## src/hdl/bpd_pkg.sv

```systemverilog
// bpd_pkg: shared types, codes and constants of the bitmap pixel row decoder
// used by bpd_row_tracker, bmp_pixel_row_decoder and the testbench
`default_nettype none

package bpd_pkg;

	// default sizes
	localparam int PALETTE_DEPTH_DEF = 256;
	localparam int MAX_WIDTH_DEF     = 4096;

	// register field widths and limits
	localparam int BPP_W         = 6;
	localparam int DIM_W         = 13;
	localparam int DIM_REG_MAX   = (1 << DIM_W) - 1;
	localparam int HEIGHT_MAX    = 4096;
	localparam int ROW_W         = 12;
	localparam int POS_OUT_W     = 12;
	localparam int PIX_CNT_W     = 4;

	// request opcodes
	localparam logic [1:0] OP_PALETTE = 2'd0;
	localparam logic [1:0] OP_PIXEL   = 2'd1;
	localparam logic [1:0] OP_START   = 2'd2;

	// supported pixel depths
	localparam logic [BPP_W-1:0] BPP_1  = 6'd1;
	localparam logic [BPP_W-1:0] BPP_4  = 6'd4;
	localparam logic [BPP_W-1:0] BPP_8  = 6'd8;
	localparam logic [BPP_W-1:0] BPP_16 = 6'd16;
	localparam logic [BPP_W-1:0] BPP_24 = 6'd24;
	localparam logic [BPP_W-1:0] BPP_32 = 6'd32;

	// register map, index = paddr[3:2]
	localparam int APB_AW = 4;
	localparam logic [1:0] REG_BPP    = 2'd0;
	localparam logic [1:0] REG_WIDTH  = 2'd1;
	localparam logic [1:0] REG_HEIGHT = 2'd2;

	// where a pixel's colour comes from
	typedef enum logic [1:0] {
		SRC_PAL1   = 2'd0,
		SRC_PAL4   = 2'd1,
		SRC_PAL8   = 2'd2,
		SRC_DIRECT = 2'd3
	} src_t;

	// one data byte's worth of pixels, handed from the row tracker to the issue stage
	typedef struct packed {
		src_t                 mode;
		logic [PIX_CNT_W-1:0] count;
		logic                 ends_row;
		logic                 ends_image;
		logic [ROW_W-1:0]     row;
		logic [7:0]           data;
		logic [31:0]          direct;
	} job_t;

	// largest effective width for a given size limit
	function automatic int eff_width_max(input int max_width);
		return (max_width < DIM_REG_MAX) ? max_width : DIM_REG_MAX;
	endfunction

endpackage

`default_nettype wire

```

## src/hdl/bpd_row_tracker.sv

```systemverilog
// bpd_row_tracker: byte, column and row counters, pixel assembly and row padding skip
// depends on bpd_pkg; turns each accepted data byte that yields pixels into a pixel job
`default_nettype none

module bpd_row_tracker #(
	parameter int MAX_WIDTH = bpd_pkg::MAX_WIDTH_DEF,
	parameter int COL_W     = $clog2(bpd_pkg::eff_width_max(MAX_WIDTH) + 1)
) (
	input  wire logic                         clk,
	input  wire logic                         arst_n,
	input  wire logic                         accept,
	input  wire logic [1:0]                   opcode,
	input  wire logic [7:0]                   data_byte,
	input  wire logic [bpd_pkg::BPP_W-1:0]    cfg_bpp,
	input  wire logic [bpd_pkg::DIM_W-1:0]    cfg_width,
	input  wire logic [bpd_pkg::DIM_W-1:0]    cfg_height,
	output logic                              job_go,
	output bpd_pkg::job_t                     job,
	output logic      [COL_W-1:0]             base_col
);

	localparam int EFFW_MAX = bpd_pkg::eff_width_max(MAX_WIDTH);
	localparam int BROW_W   = $clog2(4 * EFFW_MAX + 1);
	localparam int LEN_W    = BROW_W + 1;

	logic [23:0]                    asm_q;
	logic [1:0]                     bip_q;
	logic [BROW_W-1:0]              bir_q;
	logic [COL_W-1:0]               col_q;
	logic [bpd_pkg::ROW_W-1:0]      row_q;
	logic                           done_q;

	logic [COL_W-1:0]               w_eff;
	logic [bpd_pkg::DIM_W-1:0]      h_eff;
	logic [LEN_W-1:0]               wz;
	logic [LEN_W-1:0]               len;
	logic [LEN_W-1:0]               stride;
	logic [LEN_W-1:0]               bir_inc;
	logic                           supported;
	bpd_pkg::src_t                  mode;
	logic [2:0]                     nb;
	logic [bpd_pkg::PIX_CNT_W-1:0]  per_byte;
	logic                           in_data;
	logic                           direct_fire;
	logic [31:0]                    c;
	logic [31:0]                    px;
	logic [23:0]                    asm_next;
	logic [COL_W-1:0]               room;
	logic [bpd_pkg::PIX_CNT_W-1:0]  k;
	logic [bpd_pkg::PIX_CNT_W-1:0]  n;
	logic [COL_W-1:0]               col_next;
	logic                           ends_row;
	logic                           ends_image;
	logic                           row_end;
	logic                           pixel_req;

	// effective size, zero counts as one
	always_comb begin
		if (cfg_width == '0) begin
			w_eff = COL_W'(1);
		end else if (int'(cfg_width) > MAX_WIDTH) begin
			w_eff = COL_W'(EFFW_MAX);
		end else begin
			w_eff = COL_W'(cfg_width);
		end
		if (cfg_height == '0) begin
			h_eff = bpd_pkg::DIM_W'(1);
		end else if (cfg_height > bpd_pkg::DIM_W'(bpd_pkg::HEIGHT_MAX)) begin
			h_eff = bpd_pkg::DIM_W'(bpd_pkg::HEIGHT_MAX);
		end else begin
			h_eff = cfg_height;
		end
	end

	// depth decode and data bytes per row
	always_comb begin
		wz        = LEN_W'(w_eff);
		supported = 1'b1;
		mode      = bpd_pkg::SRC_DIRECT;
		nb        = 3'd1;
		per_byte  = bpd_pkg::PIX_CNT_W'(1);
		len       = wz;
		unique case (cfg_bpp)
			bpd_pkg::BPP_1: begin
				mode     = bpd_pkg::SRC_PAL1;
				per_byte = bpd_pkg::PIX_CNT_W'(8);
				len      = (wz + LEN_W'(7)) >> 3;
			end
			bpd_pkg::BPP_4: begin
				mode     = bpd_pkg::SRC_PAL4;
				per_byte = bpd_pkg::PIX_CNT_W'(2);
				len      = (wz + LEN_W'(1)) >> 1;
			end
			bpd_pkg::BPP_8: begin
				mode = bpd_pkg::SRC_PAL8;
			end
			bpd_pkg::BPP_16: begin
				nb  = 3'd2;
				len = wz << 1;
			end
			bpd_pkg::BPP_24: begin
				nb  = 3'd3;
				len = (wz << 1) + wz;
			end
			bpd_pkg::BPP_32: begin
				nb  = 3'd4;
				len = wz << 2;
			end
			default: begin
				supported = 1'b0;
			end
		endcase
		stride  = (len + LEN_W'(3)) & ~LEN_W'(3);
		bir_inc = LEN_W'(bir_q) + LEN_W'(1);
		in_data = LEN_W'(bir_q) < len;
		row_end = bir_inc >= stride;
	end

	// little-endian assembly of multi-byte pixels
	always_comb begin
		direct_fire = ({1'b0, bip_q} + 3'd1) >= nb;
		asm_next    = asm_q | (24'(data_byte) << {bip_q, 3'b000});
		c           = {8'h00, asm_q};
		px          = c;
		case (nb)
			3'd2: begin
				c  = {8'h00, asm_q} | {16'h0000, data_byte, 8'h00};
				px = {8'hff, c[14:10], 3'b000, c[9:5], 3'b000, c[4:0], 3'b000};
			end
			3'd3: begin
				c  = {8'h00, asm_q} | {8'h00, data_byte, 16'h0000};
				px = {8'hff, c[23:0]};
			end
			default: begin
				c  = {data_byte, asm_q};
				px = c;
			end
		endcase
	end

	// pixels this byte emits, clipped at the image width
	always_comb begin
		if (!in_data) begin
			k = '0;
		end else if (mode == bpd_pkg::SRC_DIRECT) begin
			k = direct_fire ? bpd_pkg::PIX_CNT_W'(1) : '0;
		end else begin
			k = per_byte;
		end
		room = w_eff - col_q;
		if (col_q >= w_eff) begin
			n = '0;
		end else if (room < COL_W'(k)) begin
			n = bpd_pkg::PIX_CNT_W'(room);
		end else begin
			n = k;
		end
		col_next   = col_q + COL_W'(n);
		ends_row   = (n != '0) && (col_next == w_eff);
		ends_image = ends_row &&
			((bpd_pkg::DIM_W'(row_q) + bpd_pkg::DIM_W'(1)) >= h_eff);
	end

	assign pixel_req = accept && (opcode == bpd_pkg::OP_PIXEL) && supported && !done_q;

	// counter state
	always_ff @(posedge clk or negedge arst_n) begin
		if (!arst_n) begin
			asm_q  <= '0;
			bip_q  <= '0;
			bir_q  <= '0;
			col_q  <= '0;
			row_q  <= '0;
			done_q <= 1'b0;
		end else if (accept && (opcode == bpd_pkg::OP_START)) begin
			asm_q  <= '0;
			bip_q  <= '0;
			bir_q  <= '0;
			col_q  <= '0;
			row_q  <= '0;
			done_q <= 1'b0;
		end else if (pixel_req) begin
			if (ends_image) begin
				done_q <= 1'b1;
			end
			if (row_end) begin
				asm_q <= '0;
				bip_q <= '0;
				bir_q <= '0;
				col_q <= '0;
				row_q <= row_q + bpd_pkg::ROW_W'(1);
			end else begin
				bir_q <= BROW_W'(bir_inc);
				col_q <= col_next;
				if (in_data && (mode == bpd_pkg::SRC_DIRECT)) begin
					if (direct_fire) begin
						asm_q <= '0;
						bip_q <= '0;
					end else begin
						asm_q <= asm_next;
						bip_q <= bip_q + 2'd1;
					end
				end
			end
		end
	end

	// job for the issue stage
	assign job_go          = pixel_req && (n != '0);
	assign base_col        = col_q;
	assign job.mode        = mode;
	assign job.count       = n;
	assign job.ends_row    = ends_row;
	assign job.ends_image  = ends_image;
	assign job.row         = row_q;
	assign job.data        = data_byte;
	assign job.direct      = px;

endmodule

`default_nettype wire

```

## config.mk

```make
export PLATFORM = sky130hd
export DESIGN_NAME = bpd_row_tracker
export DESIGN_NICKNAME = d
export VERILOG_FILES = /design/src/hdl/bpd_pkg.sv /design/src/hdl/bpd_row_tracker.sv
export SDC_FILE = /design/constraint.sdc
export NUM_CORES = 1
export LEC_CHECK = 0
export ABC_AREA = 1
export BUFFER_PORTS_ARGS = -buffer_cell sky130_fd_sc_hd__clkbuf_2
export CAP_MARGIN = 20
export CORE_UTILIZATION = 50
export CTS_BUF_LIST = sky130_fd_sc_hd__clkbuf_16
export DETAILED_ROUTE_END_ITERATION = 6
export PLACE_DENSITY = 0.83
export SLEW_MARGIN = 20
export SYNTH_ARGS = -nofsm -noshare
export SYNTH_HDL_FRONTEND = slang
export SYNTH_SLANG_ARGS = --single-unit
```

## constraint.sdc

```tcl
create_clock -name clk -period 8.45 [get_ports clk]
set_input_delay 0.845 -clock clk [delete_from_list [all_inputs] [get_ports clk]]
set_output_delay 0.845 -clock clk [all_outputs]
set_load 0.005 [all_outputs]
```

==> tab_implementation.tex, run 1 <==
\begin{tabular}{lr}
\hline
Metric & Value \\
\hline
\multicolumn{2}{l}{\textbf{GRT}} \\
\quad Pin count of the biggest net entering global routing & 68 \\
\quad Antenna violations before repair & 0 \\
\quad All-layer global routing usage & 0.329 \\
\quad Global-route wire length before repair & roughly 42000 um \\
\quad Vias in the first global route & just under 9000 \\
\quad Residual overflow from global routing & 0 \\
\multicolumn{2}{l}{\textbf{Worst setup path}} \\
\quad Worst R2R Setup Slack & $\sim$1.6 ns \\
\quad Data arrival at the endpoint of the critical path & 8.79 ns \\
\quad Crit. Startpoint & cfg\_width[4] \\
\quad Most frequent CP cell & sky130\_fd\_sc\_hd\_\_nand2\_2 \\
\quad Slowest cell on the critical path & sky130\_fd\_sc\_hd\_\_fa\_2 \\
\quad CP endpoint kind & primary output \\
\quad Required time of the critical path & roughly 7.6 ns \\
\quad Maximum cell stage delay along the critical path & approximately 0.40 ns \\
\quad Category of the worst setup path launch point & input pin \\
\quad CP Class & in2out \\
\quad Top Family by Delay on Critical Path & simple AND/OR/NAND/NOR gates \\
\quad Reg-to-Reg Start & bir\_q[8]\$\_DFFE\_PN0P\_ \\
\quad CP max FO & 5 \\
\quad Number of buffers and inverters on the critical path & 11 \\
\multicolumn{2}{l}{\textbf{Timing}} \\
\quad Final worst path period share & 1.14 \\
\quad Highest attainable clock frequency & approximately 100 MHz \\
\quad Minimum clock period after layout & 9.63 ns \\
\quad RSZ-0062 raised after global routing & true \\
\quad Count of endpoints failing hold in the final timing report & 0 \\
\quad Worst Setup Slack, final & -1.18 ns \\
\quad Clock tree skew after final layout & between 0.01 and 0.015 ns \\
\quad Slew Viols, Final & 0 \\
\quad Worst Tran Pin Value & around 1.1 ns \\
\quad Final setup violation count & 3 \\
\quad Worst slew margin relative to its limit & 0.294 \\
\quad Tightest hold margin & between 0.5 and 0.6 ns \\
\multicolumn{2}{l}{\textbf{Floorplan}} \\
\quad Number of placement rows & 44 \\
\quad Die X & around 130 um \\
\quad Height of the die & between 100 and 150 um \\
\quad CORE AREA & 0.0148 mm2 \\
\quad I/O pin total & between 100 and 150 \\
\quad Die ar. & between 0.015 and 0.02 mm2 \\
\quad Effective utilization at floorplan & 0.520 \\
\multicolumn{2}{l}{\textbf{Drt}} \\
\quad Final WL & 27000 um \\
\quad Iteration count of the initial detailed-routing pass & 6 \\
\quad Number of nets with antenna violations after routing & 0 \\
\quad Detailed-route vias per instance & 5.85 \\
\quad Via count & slightly above 9000 \\
\quad Number of design-rule violations left by the first detailed-router iteration & around 1000 \\
\quad Uppermost routed layer & met4 \\
\quad Routed met3 length & about 2400 um \\
\quad Remaining routing DRC violations & 0 \\
\quad Total met2 wirelength after detailed routing & between 10000 and 15000 um \\
\quad Routed length on met1 & 10300 um \\
\quad Average wire per standard cell & 16.9 um \\
\multicolumn{2}{l}{\textbf{Logic synthesis}} \\
\quad EDFF count, synth & 0 \\
\quad Largest area contributor in the synthesized netlist & sky130\_fd\_sc\_hd\_\_dfrtp\_1 \\
\quad Most common library cells after synthesis & 184 x sky130\_fd\_sc\_hd\_\_nand2\_1, 175 x sky130\_fd\_sc\_hd\_\_inv\_1, 93 x sky130\_fd\_sc\_hd\_\_o21ai\_0, 91 x sky130\_fd\_sc\_hd\_\_nor2\_1, 89 x sky130\_fd\_sc\_hd\_\_a21oi\_1 \\
\quad Combinational family with the most area after synthesis & simple AND/OR/NAND/NOR gates \\
\quad Number of warning messages in the yosys log & 0 \\
\quad Most repeated cell in the gate-level netlist after synthesis & sky130\_fd\_sc\_hd\_\_nand2\_1 \\
\quad Synthesis-stage register bit count & 67 \\
\quad Ys async rst share & 1.00 \\
\quad Summed instance area of the synthesized netlist & about 0.0077 mm2 \\
\quad Post-synth cell types & between 60 and 70 \\
\quad Net count after synthesis & about 1300 \\
\quad Share of synthesized area occupied by flip-flops and latches & 0.218 \\
\quad Main area contributors after synthesis & sky130\_fd\_sc\_hd\_\_dfrtp\_1 22\%, sky130\_fd\_sc\_hd\_\_ha\_1 13\%, sky130\_fd\_sc\_hd\_\_nand2\_1 9.0\% \\
\quad Fraction of the mapped netlist area in compound gates & 0.188 \\
\quad Simple-gate share of the synthesized area & 0.275 \\
\quad Xor/xnor share of the synthesized area & 0.0570 \\
\quad Primary flip-flop cell chosen by synthesis mapping & sky130\_fd\_sc\_hd\_\_dfrtp\_1 \\
\quad Synthesized area per cell & 6.81 um2 \\
\quad Gate count after technology mapping & about 1100 \\
\quad Multiplexer area fraction after synthesis & 0 \\
\quad Area fraction of the dominant cell type after synthesis & 0.218 \\
\quad Adder and majority cell fraction of the synthesized area & 0.141 \\
\multicolumn{2}{l}{\textbf{CTS}} \\
\quad Maximum clock path buffer count & 2 \\
\quad Clock latency of the later-clocked register in the worst-skew pair & around 0.35 ns \\
\quad Total clock sinks & 67 \\
\quad Clock buffer count from CTS & 9 \\
\quad CTS root buffer & sky130\_fd\_sc\_hd\_\_clkbuf\_16 \\
\quad CTS clk-pin slew, worst paths & $\sim$0.060 ns \\
\quad Htree depth & 3 \\
\quad Clock tree from TritonCTS & done \\
\multicolumn{2}{l}{\textbf{Run status}} \\
\quad Run status & finished, violations left \\
\quad Violated checks & negative setup slack \\
\multicolumn{2}{l}{\textbf{Power and ir drop}} \\
\quad Pleak & roughly 5.4 nW \\
\quad Peak ir drop on the vdd network & 0.000200 V \\
\quad P per Cell Area & just over 200 mW/mm2 \\
\multicolumn{2}{l}{\textbf{Final layout}} \\
\quad Antenna cells & 0 \\
\quad Layout area overhead & 38.7\% \\
\quad Fraction of layout cells with a size suffix above 1 & 0.329 \\
\quad Number of nets in the final layout & $\sim$1500 \\
\multicolumn{2}{l}{\textbf{Flow run}} \\
\quad Number of max-cap violations & 0 \\
\multicolumn{2}{l}{\textbf{Placed design}} \\
\quad Pre-CTS WS & -1.08 ns \\
\quad Final HPWL DP & about 19000 um \\
\quad Number of port buffers & approximately 120 \\
\quad RePlAce Congestion & roughly 0.95 \\
\multicolumn{2}{l}{\textbf{Worst hold path}} \\
\quad Min-delay worst type & reg2reg \\
\quad Worst Min Path Start & asm\_q[19]\$\_DFFE\_PN0P\_ \\
\hline
\end{tabular}
## cell usage in the layout (no fill, tap or decap), types with 11 or more instances in the layout
cell and instances:
sky130_fd_sc_hd__nand2_1 172, sky130_fd_sc_hd__buf_4 172, sky130_fd_sc_hd__inv_1 166, sky130_fd_sc_hd__clkbuf_2 108
sky130_fd_sc_hd__o21ai_0 85, sky130_fd_sc_hd__a21oi_1 76, sky130_fd_sc_hd__ha_1 75, sky130_fd_sc_hd__nor2_1 72
sky130_fd_sc_hd__dfrtp_1 67, sky130_fd_sc_hd__nand3_1 52, sky130_fd_sc_hd__xor2_1 35, sky130_fd_sc_hd__nand4_1 33
sky130_fd_sc_hd__nor2_2 21, sky130_fd_sc_hd__nand2_2 18, sky130_fd_sc_hd__nor3_1 18, sky130_fd_sc_hd__buf_6 18
sky130_fd_sc_hd__inv_2 17, sky130_fd_sc_hd__o22ai_1 17, sky130_fd_sc_hd__a21oi_2 13, sky130_fd_sc_hd__xnor2_1 11
## report_power, final
group	internal, mW	switching [mW]	leakage [nW]
Clock	0.203	0.159	0.131
Sequential	0.419	0.101	0.892
Combinational	0.576	0.746	4.39
Total	1.20	1.01	5.42
## layout make-up
type | instances | area [um2]
inverters | 194 | 752
fillers | 1092 | 4100
clock buffers | 9 | 225
multi-input cells | 833 | 5580
well taps | 184 | 230
flip-flops and latches | 67 | 1680
clock inverters | 7 | 60.1
repair buffers | 306 | 2130
## kinds of logic (layout without fill, tap and decap cells)
| logic type | count (synthesis) | after routing |
|---|---|---|
| flops | 67 | 67 |
| xor+xnor | 50 | 50 |
| other cells | 1 | 1 |
| compound gates | 254 | 254 |
| simple gates | 443 | 443 |
| buf+inv | 228 | 516 |
| fa+ha+maj | 85 | 85 |
## worst paths after layout
check | endpoint | depth (start not counted)
worst max register to register | done_q$_DFFE_PN0P_ | 48
worst min register to register | asm_q[19]$_DFFE_PN0P_ | 2
min in group asynchronous | row_q[2]$_DFFE_PN0P_ | 2
worst max-delay path | job[52] | 64
max in group asynchronous | base_col[5]$_DFFE_PN0P_ | 2
worst min-delay path | asm_q[19]$_DFFE_PN0P_ | 2
## worst min-delay path, stage by stage (launching register included)
cell	delay, ns
sky130_fd_sc_hd__dfrtp_1	0.36
sky130_fd_sc_hd__inv_1	0.07
sky130_fd_sc_hd__a21oi_1	0.06
## flip-flops by register name, summed over array words and instances, names as in the netlist
name / count
asm_q: 24
bir_q: 15
base_col: 13
row_q: 12
bip_q: 2
done_q: 1
## repair_timing
action	4_1_cts	5_1_grt
pin swaps	58	55
setup buffers	38	11
hold buffers	0	0
gates resized for setup	60	54
setup endpoints to repair	3	5
cloned	0	0
## layer usage
layer / vias to the layer above / global-route usage
met5: - / 0
met4: 0 / 0.148
met3: 126 / 0.0510
met2: 566 / 0.573
met1: 4316 / 0.399
li1: 4348 / -
## stage by stage
step	setup TNS (ns)	instances	area (um2)	power (mW)	util
after floorplan	-0.0887	1128	7810	1.20	-
after global placement	-1.92	1537	9510	1.57	0.645
after detailed placement	-2.60	1537	9510	1.60	0.645
after CTS	-1.19	1589	10300	2.07	0.701
after global routing	-5.52	1600	10700	2.36	0.722
final	-3.39	1600	10700	2.20	0.722
No activity file was read; power rests on OpenSTA's default activity.
==> run 2, diff against run 1 <==
- ABC_AREA: 1 -> 0
==> run 2 against run 1 <==
The flow still finishes with violations (negative setup slack). Power is 21% lower. Combinational power down 39%. Routed wire length rose by 0.80%. Die area rose by 3.6%. Sequential share of layout area up 0.37 points. Critical path depth is 23 lower. First-iteration DRC count decreased by 8.7%. Setup slack lost 0.0082 ns. Maximum frequency about the same. Critical endpoint unchanged.
==> tab_implementation.tex, run 2 <==
\begin{tabular}{lr}
\hline
Metric & Value \\
\hline
\multicolumn{2}{l}{\textbf{Run status}} \\
\quad Run status & finished, violations left \\
\quad Violated checks & negative setup slack \\
\multicolumn{2}{l}{\textbf{Timing}} \\
\quad Worst Tran Pin Value & 1.20 ns (+0.143 ns) \\
\quad Slew Viols, Final & 0 (unchanged) \\
\quad RSZ-0062 raised after global routing & true \\
\quad Clock tree skew after final layout & 0.0138 ns (+0.00169 ns) \\
\quad Fin Setup TNS & -2.98 ns (+0.415 ns) \\
\quad Worst Setup Slack, final & -1.19 ns (-0.00816 ns) \\
\quad Final worst path period share & 1.14 (about the same) \\
\quad Minimum clock period after layout & 9.64 ns (+0.00816 ns) \\
\quad Worst slew margin relative to its limit & 0.199 (-0.0950) \\
\quad Final setup violation count & 3 (unchanged) \\
\quad Count of endpoints failing hold in the final timing report & 0 (unchanged) \\
\quad Highest attainable clock frequency & 104 MHz (about the same) \\
\multicolumn{2}{l}{\textbf{Drt}} \\
\quad Uppermost routed layer & met4 \\
\quad Iteration count of the initial detailed-routing pass & 5 (-1) \\
\quad Routed length on met1 & 11800 um (+14\%) \\
\quad Number of design-rule violations left by the first detailed-router iteration & 893 (-8.7\%) \\
\quad Total met2 wirelength after detailed routing & 12600 um (-2.5\%) \\
\quad Average wire per standard cell & 18.3 um (+8.7\%) \\
\quad Final WL & 27200 um (+0.80\%) \\
\quad Routed met3 length & 1970 um (-19\%) \\
\quad Detailed-route vias per instance & 6.02 (+2.9\%) \\
\quad Number of nets with antenna violations after routing & 0 (unchanged) \\
\quad Via count & 8927 (-4.6\%) \\
\quad Remaining routing DRC violations & 0 (unchanged) \\
\multicolumn{2}{l}{\textbf{Worst setup path}} \\
\quad CP Class & in2out \\
\quad CP endpoint kind & primary output \\
\quad Slowest cell on the critical path & sky130\_fd\_sc\_hd\_\_a2111o\_1 \\
\quad Number of buffers and inverters on the critical path & 2 (-9) \\
\quad Most frequent CP cell & sky130\_fd\_sc\_hd\_\_a21o\_1 \\
\quad Reg-to-Reg Start & bir\_q[7]\$\_DFFE\_PN0P\_ \\
\quad Maximum cell stage delay along the critical path & 0.42 ns (+0.02 ns) \\
\quad Data arrival at the endpoint of the critical path & 8.79 ns (about the same) \\
\quad Required time of the critical path & 7.61 ns (about the same) \\
\quad Crit. Startpoint & cfg\_width[0] \\
\quad Top Family by Delay on Critical Path & compound AO/OA/AOI/OAI gates \\
\quad CP max FO & 4 (-1) \\
\quad Category of the worst setup path launch point & input pin \\
\quad Worst R2R Setup Slack & 1.65 ns (about the same) \\
\multicolumn{2}{l}{\textbf{Floorplan}} \\
\quad I/O pin total & 119 (unchanged) \\
\quad CORE AREA & 0.0154 mm2 (+4.2\%) \\
\quad Height of the die & 128 um (+1.8\%) \\
\quad Die ar. & 0.0164 mm2 (+3.6\%) \\
\quad Number of placement rows & 45 (+2.3\%) \\
\quad Die X & 128 um (+1.8\%) \\
\quad Effective utilization at floorplan & 0.518 (-0.00249) \\
\multicolumn{2}{l}{\textbf{Logic synthesis}} \\
\quad Ys async rst share & 1.00 (unchanged) \\
\quad Most repeated cell in the gate-level netlist after synthesis & sky130\_fd\_sc\_hd\_\_nand2\_1 \\
\quad Net count after synthesis & 1161 (-7.7\%) \\
\quad Primary flip-flop cell chosen by synthesis mapping & sky130\_fd\_sc\_hd\_\_dfrtp\_1 \\
\quad Synthesized area per cell & 7.72 um2 (+13\%) \\
\quad Gate count after technology mapping & 1031 (-8.6\%) \\
\quad Summed instance area of the synthesized netlist & 0.00796 mm2 (+3.7\%) \\
\quad Number of warning messages in the yosys log & 0 (unchanged) \\
\quad Post-synth cell types & 86 (+39\%) \\
\quad Main area contributors after synthesis & sky130\_fd\_sc\_hd\_\_dfrtp\_1 21\%, sky130\_fd\_sc\_hd\_\_ha\_1 13\%, sky130\_fd\_sc\_hd\_\_nand2\_1 7.0\% \\
\quad Largest area contributor in the synthesized netlist & sky130\_fd\_sc\_hd\_\_dfrtp\_1 \\
\quad Area fraction of the dominant cell type after synthesis & 0.211 (-0.00776) \\
\quad Share of synthesized area occupied by flip-flops and latches & 0.211 (-0.00776) \\
\quad EDFF count, synth & 0 (unchanged) \\
\quad Most common library cells after synthesis & 149 x sky130\_fd\_sc\_hd\_\_nand2\_1, 90 x sky130\_fd\_sc\_hd\_\_o21ai\_0, 82 x sky130\_fd\_sc\_hd\_\_ha\_1, 67 x sky130\_fd\_sc\_hd\_\_dfrtp\_1, 64 x sky130\_fd\_sc\_hd\_\_nor2\_1 \\
\quad Synthesis-stage register bit count & 67 (unchanged) \\
\multicolumn{2}{l}{\textbf{GRT}} \\
\quad All-layer global routing usage & 0.330 (+0.00147) \\
\quad Pin count of the biggest net entering global routing & 68 (unchanged) \\
\quad Antenna violations before repair & 0 (unchanged) \\
\quad Residual overflow from global routing & 0 (unchanged) \\
\quad Vias in the first global route & 8458 (-4.9\%) \\
\quad Global-route wire length before repair & 42400 um (+0.72\%) \\
\multicolumn{2}{l}{\textbf{Placed design}} \\
\quad Pre-CTS WS & -1.23 ns (-0.154 ns) \\
\quad RePlAce Congestion & 1.00 (+5.1\%) \\
\quad Placed Instances & 1459 (-5.1\%) \\
\quad Final HPWL DP & 20500 um (+8.6\%) \\
\quad Number of port buffers & 118 (unchanged) \\
\multicolumn{2}{l}{\textbf{CTS}} \\
\quad Clock buffer count from CTS & 9 (unchanged) \\
\quad Clock latency of the later-clocked register in the worst-skew pair & 0.35 ns (about the same) \\
\quad Total clock sinks & 67 (unchanged) \\
\quad Maximum clock path buffer count & 2 (unchanged) \\
\quad CTS clk-pin slew, worst paths & 0.06 ns (about the same) \\
\quad Htree depth & 3 (unchanged) \\
\quad CTS root buffer & sky130\_fd\_sc\_hd\_\_clkbuf\_16 \\
\quad Clock tree from TritonCTS & done \\
\multicolumn{2}{l}{\textbf{Final layout}} \\
\quad Commonest cells after routing, fill and taps aside & 162 x sky130\_fd\_sc\_hd\_\_buf\_4, 145 x sky130\_fd\_sc\_hd\_\_nand2\_1, 113 x sky130\_fd\_sc\_hd\_\_clkbuf\_2 \\
\quad Fraction of layout cells with a size suffix above 1 & 0.282 (-0.0471) \\
\quad Final Non-Filler Cells & 1484 (-7.2\%) \\
\quad Number of nets in the final layout & 1399 (-9.2\%) \\
\quad Antenna cells & 0 (unchanged) \\
\quad Most common library cell in the layout ignoring fill and taps & sky130\_fd\_sc\_hd\_\_buf\_4 \\
\quad Final design utilization & 0.677 (-0.0449) \\
\quad Layout area overhead & 30.8\% \\
\quad Number of flip-flops under the largest register name & 24 (unchanged) \\
\quad Most flop-heavy register & asm\_q \\
\multicolumn{2}{l}{\textbf{Power and ir drop}} \\
\quad Fraction of power consumed by the clock network & 0.273 (+0.109) \\
\quad Logic pwr share & 0.463 (-0.137) \\
\quad Internal Power & 1.08 mW (-10\%) \\
\quad P per Cell Area & 168 mW/mm2 (-19\%) \\
\quad Switching Fraction & 0.383 (-0.0733) \\
\quad Pleak & 5.13 nW (-5.2\%) \\
\quad Peak ir drop on the vdd network & 0.000103 V (-49\%) \\
\quad Switching power & 0.669 mW (-33\%) \\
\quad Portion of total power attributed to sequential cells & 0.264 (+0.028) \\
\quad Final Total Pwr & 1.75 mW (-21\%) \\
\multicolumn{2}{l}{\textbf{Worst hold path}} \\
\quad Worst Min Path Start & done\_q\$\_DFFE\_PN0P\_ \\
\quad Min-delay worst type & reg2reg \\
\multicolumn{2}{l}{\textbf{Flow run}} \\
\quad Number of max-cap violations & 0 (unchanged) \\
\hline
\end{tabular}
run 2: changes by cell type after synthesis, moves of 13 or more:
cell / previous run / this run
sky130_fd_sc_hd__inv_1: 175 / 51
sky130_fd_sc_hd__a21oi_1: 89 / 42
sky130_fd_sc_hd__xnor2_1: 11 / 53
sky130_fd_sc_hd__nand2_1: 184 / 149
sky130_fd_sc_hd__nand3_1: 59 / 28
sky130_fd_sc_hd__nor2_1: 91 / 64
sky130_fd_sc_hd__nand4_1: 33 / 8
sky130_fd_sc_hd__a21o_1: 1 / 23
sky130_fd_sc_hd__clkbuf_1: 13 / 34
sky130_fd_sc_hd__nor2b_1: 1 / 22
sky130_fd_sc_hd__and3_1: 3 / 22
sky130_fd_sc_hd__and2_1: 2 / 20
sky130_fd_sc_hd__nand2b_1: 0 / 18
sky130_fd_sc_hd__xor2_1: 39 / 26
run 2: timing repair:
action / 4_1_cts / 5_1_grt
gates resized for setup: 17 / 15
hold buffers: 0 / 0
endpoints found under the setup margin: 3 / 4
pin swaps: 7 / 7
buffers inserted: 5 / 5
run 2: worst register-to-register path, delay by kind of cell, from the launching register on:
| kind | cells | cell delay (ns) |
|---|---|---|
| xor gates and xnor gates | 2 | 0.30 |
| adders and majority gates | 4 | 1.14 |
| DFF | 1 | 0.47 |
| and+or+nand+nor | 10 | 1.94 |
| AOI/OAI and AO/OA | 12 | 2.31 |
| buffers and inverters | 4 | 0.56 |
run 2: area by class of cell:
| class | instances | area (um2) |
|---|---|---|
| Clock buffer | 9 | 225 |
| Clock inverter | 6 | 138 |
| Fill cell | 1274 | 4960 |
| Inverter | 52 | 195 |
| Multi-Input combinational cell | 858 | 6070 |
| Sequential cell | 67 | 1680 |
| Tap cell | 211 | 264 |
| Timing Repair Buffer | 281 | 1840 |
run 2: metal layers:
| layer | track usage | vias up |
|---|---|---|
| li1 | - | 4196 |
| met1 | 0.433 | 4228 |
| met2 | 0.539 | 421 |
| met3 | 0.0593 | 82 |
| met4 | 0.125 | 0 |
| met5 | 0 | - |
run 2: stage by stage:
stage / hold WS (ns) / instance area [um2]
final: 0.500 / 10400
after global routing: 0.513 / 10400
after CTS: 0.503 / 10300
after detailed placement: 0.487 / 9830
after global placement: 0.471 / 9830
after floorplan: 0.451 / 8080
run 2: cell families after synthesis:
group           synth area share
simple gates               0.266
compound gates             0.236
buf+inv                   0.0555
fa+ha+maj                  0.136
xor+xnor                  0.0897
flops                      0.211
mux                      0.00534
other cells             0.000471
run 2: final timing paths:
| check | end | cells after the start |
|---|---|---|
| max in group asynchronous | row_q[8]$_DFFE_PN0P_ | 2 |
| hold / removal | done_q$_DFFE_PN0P_ | 2 |
| setup reg to reg | done_q$_DFFE_PN0P_ | 32 |
| setup / recovery | job[52] | 41 |
| min in group asynchronous | base_col[12]$_DFFE_PN0P_ | 2 |
| hold reg to reg | done_q$_DFFE_PN0P_ | 2 |
run 2: power by group through the flow:
stage | sequential, mW | combinational [mW] | clock [mW]
final | 0.461 | 0.808 | 0.477
after global routing | 0.468 | 0.884 | 0.494
after CTS | 0.459 | 0.785 | 0.480
after detailed placement | 0.461 | 0.754 | 0
after global placement | 0.459 | 0.736 | 0
after floorplan | 0.439 | 0.488 | 0
